$ cat src/rtl/core/fvs_pkg.sv
// Shared types and constants for the framed value stack.
// No dependencies.
package fvs_pkg;

  localparam int IndexW  = 13;
  localparam int ValueW  = 32;
  localparam int DataW   = 32;
  localparam int SlotW   = 13;

  typedef enum logic [2:0] {
    OP_PUSH  = 3'd0,
    OP_POP   = 3'd1,
    OP_READ  = 3'd2,
    OP_WRITE = 3'd3,
    OP_OPEN  = 3'd4,
    OP_CLOSE = 3'd5,
    OP_RESET = 3'd6
  } op_e;

  typedef enum logic [2:0] {
    ST_OK        = 3'd0,
    ST_INDEX     = 3'd1,
    ST_OVERFLOW  = 3'd2,
    ST_UNDERFLOW = 3'd3,
    ST_NOFRAME   = 3'd4,
    ST_FRAMEOVF  = 3'd5
  } status_e;

  typedef struct packed {
    op_e               op;
    logic [IndexW-1:0] index;
    logic [ValueW-1:0] value;
  } fvs_req_t;

  typedef struct packed {
    logic [DataW-1:0] data;
    logic [SlotW-1:0] slot;
    status_e          status;
  } fvs_rsp_t;

  typedef struct packed {
    logic load;
    logic exec;
    logic frame;
    logic capture;
  } fvs_cmd_t;

  typedef struct packed {
    logic need_slot;
    logic need_frame;
  } fvs_sts_t;

endpackage

$ cat src/rtl/core/fvs_ctrl.sv
// Sequencer for the framed value stack: accept, execute, memory waits, respond.
// Depends on fvs_pkg.
module fvs_ctrl (
  input  logic             clk_i,
  input  logic             rst_ni,
  input  logic             start_i,
  input  fvs_pkg::fvs_sts_t sts_i,
  output fvs_pkg::fvs_cmd_t cmd_o,
  output logic             busy_o,
  output logic             done_o
);
  import fvs_pkg::*;

  typedef enum logic [2:0] {
    S_IDLE,
    S_EXEC,
    S_FRAME,
    S_SLOT,
    S_DONE
  } state_e;

  state_e state_q;
  logic   busy_q;
  logic   done_q;

  always_ff @(posedge clk_i or negedge rst_ni) begin
    if (!rst_ni) begin
      state_q <= S_IDLE;
      busy_q  <= 1'b0;
      done_q  <= 1'b0;
    end else begin
      unique case (state_q)
        S_IDLE: begin
          if (start_i) begin
            state_q <= S_EXEC;
            busy_q  <= 1'b1;
          end
        end
        S_EXEC: begin
          if (sts_i.need_frame) begin
            state_q <= S_FRAME;
          end else if (sts_i.need_slot) begin
            state_q <= S_SLOT;
          end else begin
            state_q <= S_DONE;
            done_q  <= 1'b1;
          end
        end
        S_FRAME: begin
          state_q <= S_SLOT;
        end
        S_SLOT: begin
          state_q <= S_DONE;
          done_q  <= 1'b1;
        end
        S_DONE: begin
          state_q <= S_IDLE;
          busy_q  <= 1'b0;
          done_q  <= 1'b0;
        end
        default: begin
          state_q <= S_IDLE;
          busy_q  <= 1'b0;
          done_q  <= 1'b0;
        end
      endcase
    end
  end

  always_comb begin
    cmd_o.load    = (state_q == S_IDLE) && start_i;
    cmd_o.exec    = (state_q == S_EXEC);
    cmd_o.frame   = (state_q == S_FRAME);
    cmd_o.capture = (state_q == S_SLOT);
  end

  assign busy_o = busy_q;
  assign done_o = done_q;

endmodule

$ cat config.mk
export PLATFORM = sky130hd
export DESIGN_NAME = fvs_ctrl
export DESIGN_NICKNAME = d
export VERILOG_FILES = /design/src/rtl/core/fvs_pkg.sv /design/src/rtl/core/fvs_ctrl.sv
export SDC_FILE = /design/constraint.sdc
export NUM_CORES = 1
export LEC_CHECK = 0
export ABC_AREA = 0
export BUFFER_PORTS_ARGS = -buffer_cell sky130_fd_sc_hd__buf_2
export CAP_MARGIN = 25
export CORE_AREA = 5 5 42 44
export CTS_CLUSTER_SIZE = 24
export DETAILED_ROUTE_END_ITERATION = 8
export DIE_AREA = 0 0 47 49
export PLACE_DENSITY = 0.44
export SYNTH_ARGS = -nofsm -noshare
export SYNTH_HDL_FRONTEND = slang
export SYNTH_SLANG_ARGS = --single-unit
export TNS_END_PERCENT = 30
$ cat constraint.sdc
create_clock -name clk_i -period 0.95 [get_ports clk_i]
set_input_delay 0.19 -clock clk_i [delete_from_list [all_inputs] [get_ports clk_i]]
set_output_delay 0.19 -clock clk_i [all_outputs]
set_load 0.03 [all_outputs]
# == Word-level counts from Yosys, hierarchy flattened ==
# Cells that the tools add are included.
# word_totals
regBits,5
latchBits,0
mem_bits_rw,0
romBits,0
inputBits,5
output_inout_bits,6
elab_cells,26
n_memories,0
# classes
add_sub_neg,0
n_mul,0
div,0
n_lt_le_gt_ge,0
n_eq_ne,6
n_shift,0
muxes,9
bitwise_logic,2
reduce_logical,6
# ops
operator,n
3-bit one-hot mux with 4 select lines,1
3-bit two-way mux,3
3-bit by 2-bit equality test with 1-bit output (second input constant),2
2-bit != test (second input constant),3
3-bit by 1-bit equality test with 1-bit output (second input constant),1
3-bit zero test,1
1-bit two-way mux,3
1-bit one-hot mux with 3 select lines,1
3-bit AND reduction,1
3-bit OR reduction,1
1-bit inverter,2
1-bit one-hot mux with 2 select lines,1
2-bit AND reduction,1
2-bit OR reduction,1
1-bit logical AND,1

# == Longest topological paths before layout ==
# depth
word_depth,4
depth_mapped,3
mapped_depth_nobuf,3

# == Least setup slack after synthesis ==
# No wires, ideal clock.
# synth_path
kind,reg2out
start,register state_q[2]
end,output port cmd_o[3] in the netlist's numbering
arrival_ps,1505
required_ps,760
setup_slack_ps,-745
stages_incl_launch_ff,2
n_path_buf,0
path_cell_list,dfrtp_1 > nor4b_1
# synth_rtl
element,line_no,source
from (decl),fvs_ctrl.sv:22,state_e state_q;
from (signal assigned),fvs_ctrl.sv:28,state_q <= S_IDLE;
from (signal assigned),fvs_ctrl.sv:35,state_q <= S_EXEC;
from (signal assigned),fvs_ctrl.sv:41,state_q <= S_FRAME;
to (decl),fvs_ctrl.sv:8,"output fvs_pkg::fvs_cmd_t cmd_o,"

==> results.json <==
{
  "outcome": "finished with violations",
  "violations": "negative setup slack",
  "grt.busiest_layer": "met2",
  "gp_congestion": 0.748,
  "grt_pass1_wl_um": 1210,
  "arrival_ns": 1.13,
  "synthToLayoutAreaGrowth_pct": 127,
  "drtIter0Drc": 2,
  "nets": 56,
  "total_power_mw": 2.01,
  "timing.reg2reg.setup_slack_ns": -0.18,
  "clk_pin_slew_worst_paths_ns": 0.04,
  "met3_usage_pct": 2.21,
  "track_usage_pct": 7.58,
  "drt-vias-per-instance": 4.20,
  "cts-root-buf": "clkbuf_4",
  "first_pass_iters": 2,
  "start_util_pct": 16.6,
  "crit_path_start_kind": "flip-flop",
  "vias": 277,
  "syn_nets": 30,
  "num-fill-cells": 157,
  "p_clk_share_pct": 11.8,
  "p_sw_mw": 0.832,
  "layout_min_cycle_time_ns": 1.32,
  "instances_no_fill": 66,
  "max_cap_viol_count": 0,
  "drc": 0,
  "clock_sinks": 5,
  "clock.fmax_mhz": 759,
  "cp_data_required_time_ns": 0.76,
  "netlist_instances": 25,
  "die-area_mm2": 0.00230,
  "p_leak_nw": 0.239,
  "syn_area_per_cell_um2": 9.31,
  "finalSetupViolCount": 11,
  "path_class": "reg2out",
  "htree_levels": 1,
  "antenna_found_initial": 0,
  "yosysSeqAreaShare_pct": 53.8,
  "portBuffers": 10,
  "combPwrFrac_pct": 65.3,
  "synth_cell_types": 13,
  "die_w_um": 47,
  "hold_class": "in2reg",
  "dp_cells": 58,
  "postRouteWirelength_um": 733,
  "grt_pass1_vias": 291,
  "core-area_mm2": 0.00140,
  "insertedDiodeCount": 0,
  "dp_slack_ns": -0.240,
  "hold_depth": 3,
  "internal_power_mw": 1.18,
  "layout-drive-gt1-share_pct": 66.0,
  "crit_fanout": 4,
  "cp-end-kind": "output port",
  "r2r_cells": 5,
  "yosys_warnings": 0,
  "overflow": 0,
  "clock_skew_ns": 0.00375,
  "p_per_area_mw_per_mm2": 3800,
  "worstSkewPairLatency_ns": 0.24,
  "worst_slew_pin_slew_ns": 0.207,
  "globalRouteMet1Util_pct": 8.97,
  "io_pins": 11,
  "rsz0062_at_grt": "true",
  "switching_share_pct": 41.4,
  "netlist_area_um2": 233,
  "hold_violations": 0,
  "relSlewSlack_pct": 86.2,
  "grt_max_degree": 6,
  "fin_util_pct": 37.8,
  "ys_ff_latch": 5,
  "ir_drop_v": 0.00138,
  "die_h_um": 49,
  "cts_buffers": 3,
  "drtAntennaViolNets": 0,
  "hpwlAfterDp_um": 583,
  "period_share_pct": 139,
  "p_seq_share_pct": 22.9,
  "cts_tree": "done",
  "final_max_slew_viol_count": 0,
  "clockBufferDepth": 2,
  "wl_per_cell_um": 11.1,
  "final.setup.worst_slack_ns": -0.368,
  "rows": 14,
  "grt_use_met2_pct": 11.1
}
worst max-delay path, stage by stage, from the launching register on:
cell     delay (ns)
dfrtp_2        0.44
buf_6          0.13
nor3_4         0.17
buf_6          0.15
kinds of logic (layout without fill, tap and decap cells):
kind of cell    after synthesis  after routing  share of synthesized area (%)
compound gates                7              7                           17.7
buf+inv                       2             27                           3.23
flops                         5              5                           53.8
simple gates                 11             11                           25.3
worst paths after layout:
| path | startpoint | end |
|---|---|---|
| max | state_q[2] | cmd_o[1] |
| min | sts_i[1] | state_q[0] |
| max reg2reg | state_q[1] | done_o |
| min reg2reg | done_o | done_o |
| max in group asynchronous | rst_ni | state_q[0] |
| min in group asynchronous | rst_ni | done_o |
power by group through the flow:
stage               Clock [mW]  Combinational [mW]  Sequential, mW
floorplan                    0               0.463           0.557
finish                   0.237                1.31           0.461
global placement             0               0.977           0.424
CTS                      0.250                1.24           0.471
detailed placement           0               0.986           0.435
global route             0.270                1.40           0.478
stage by stage:
step / hold WS, ns / instance area, um^2 / setup TNS, ns
floorplan: -0.106 / 275 / -0.610
global placement: 0.00795 / 398 / -1.11
detailed placement: 0.00605 / 398 / -1.30
CTS: 0.251 / 510 / -1.82
global route: 0.250 / 529 / -2.66
finish: 0.262 / 529 / -2.05
routing by layer:
metal  share of wire [%]  vias up  wire, um
met5                   0        -         0
met4                   0        0         0
li1                    -      137         -
met3                 8.2        0        60
met1                  40      132       294
met2                  52        8       378
synth_stat cells:
master    count  share of area [%]
a21oi_1       3                6.4
inv_1         2                3.2
dfrtp_1       5                 54
nor2_1        4                6.4
o21ai_0       1                2.1
nor2b_1       2                5.4
nor4b_1       1                3.8
o21bai_1      2                6.4
nand2_1       1                1.6
a31oi_1       1                2.7
nand2b_1      1                2.7
nand3b_1      1                3.2
nor3_1        1                2.1
state kept, by name, indices dropped and copies added (netlist names):
| signal | flops |
|---|---|
| busy_o | 1 |
| done_o | 1 |
| state_q | 3 |
timing repair:
item	4_1_cts	5_1_grt
hold endpoints to repair	5	0
hold buffers	1	0
setup endpoints to repair	11	11
gates resized for setup	20	2
setup buffers	1	2
pin swaps	1	1
layout by cell type (no fill, tap or decap), types with 2 or more instances in the layout:
cell type and count:
clkbuf_4 3, a21oi_1 3, inv_1 2, dfrtp_1 2
buf_4 7, buf_6 9, buf_2 4, nor2_4 2
nor2_1 2, dfrtp_2 3
cell type report:
| class | instances | area [um^2] | area share (%) |
|---|---|---|---|
| flip-flops and latches | 5 | 129 | 24.3 |
| inverters | 2 | 7.51 | 1.42 |
| well taps | 16 | 20.0 | 3.78 |
| repair buffers | 21 | 184 | 34.8 |
| clock buffers | 4 | 26.3 | 4.96 |
| multi-input cells | 18 | 163 | 30.7 |
No activity file was read; power rests on OpenSTA's default activity.
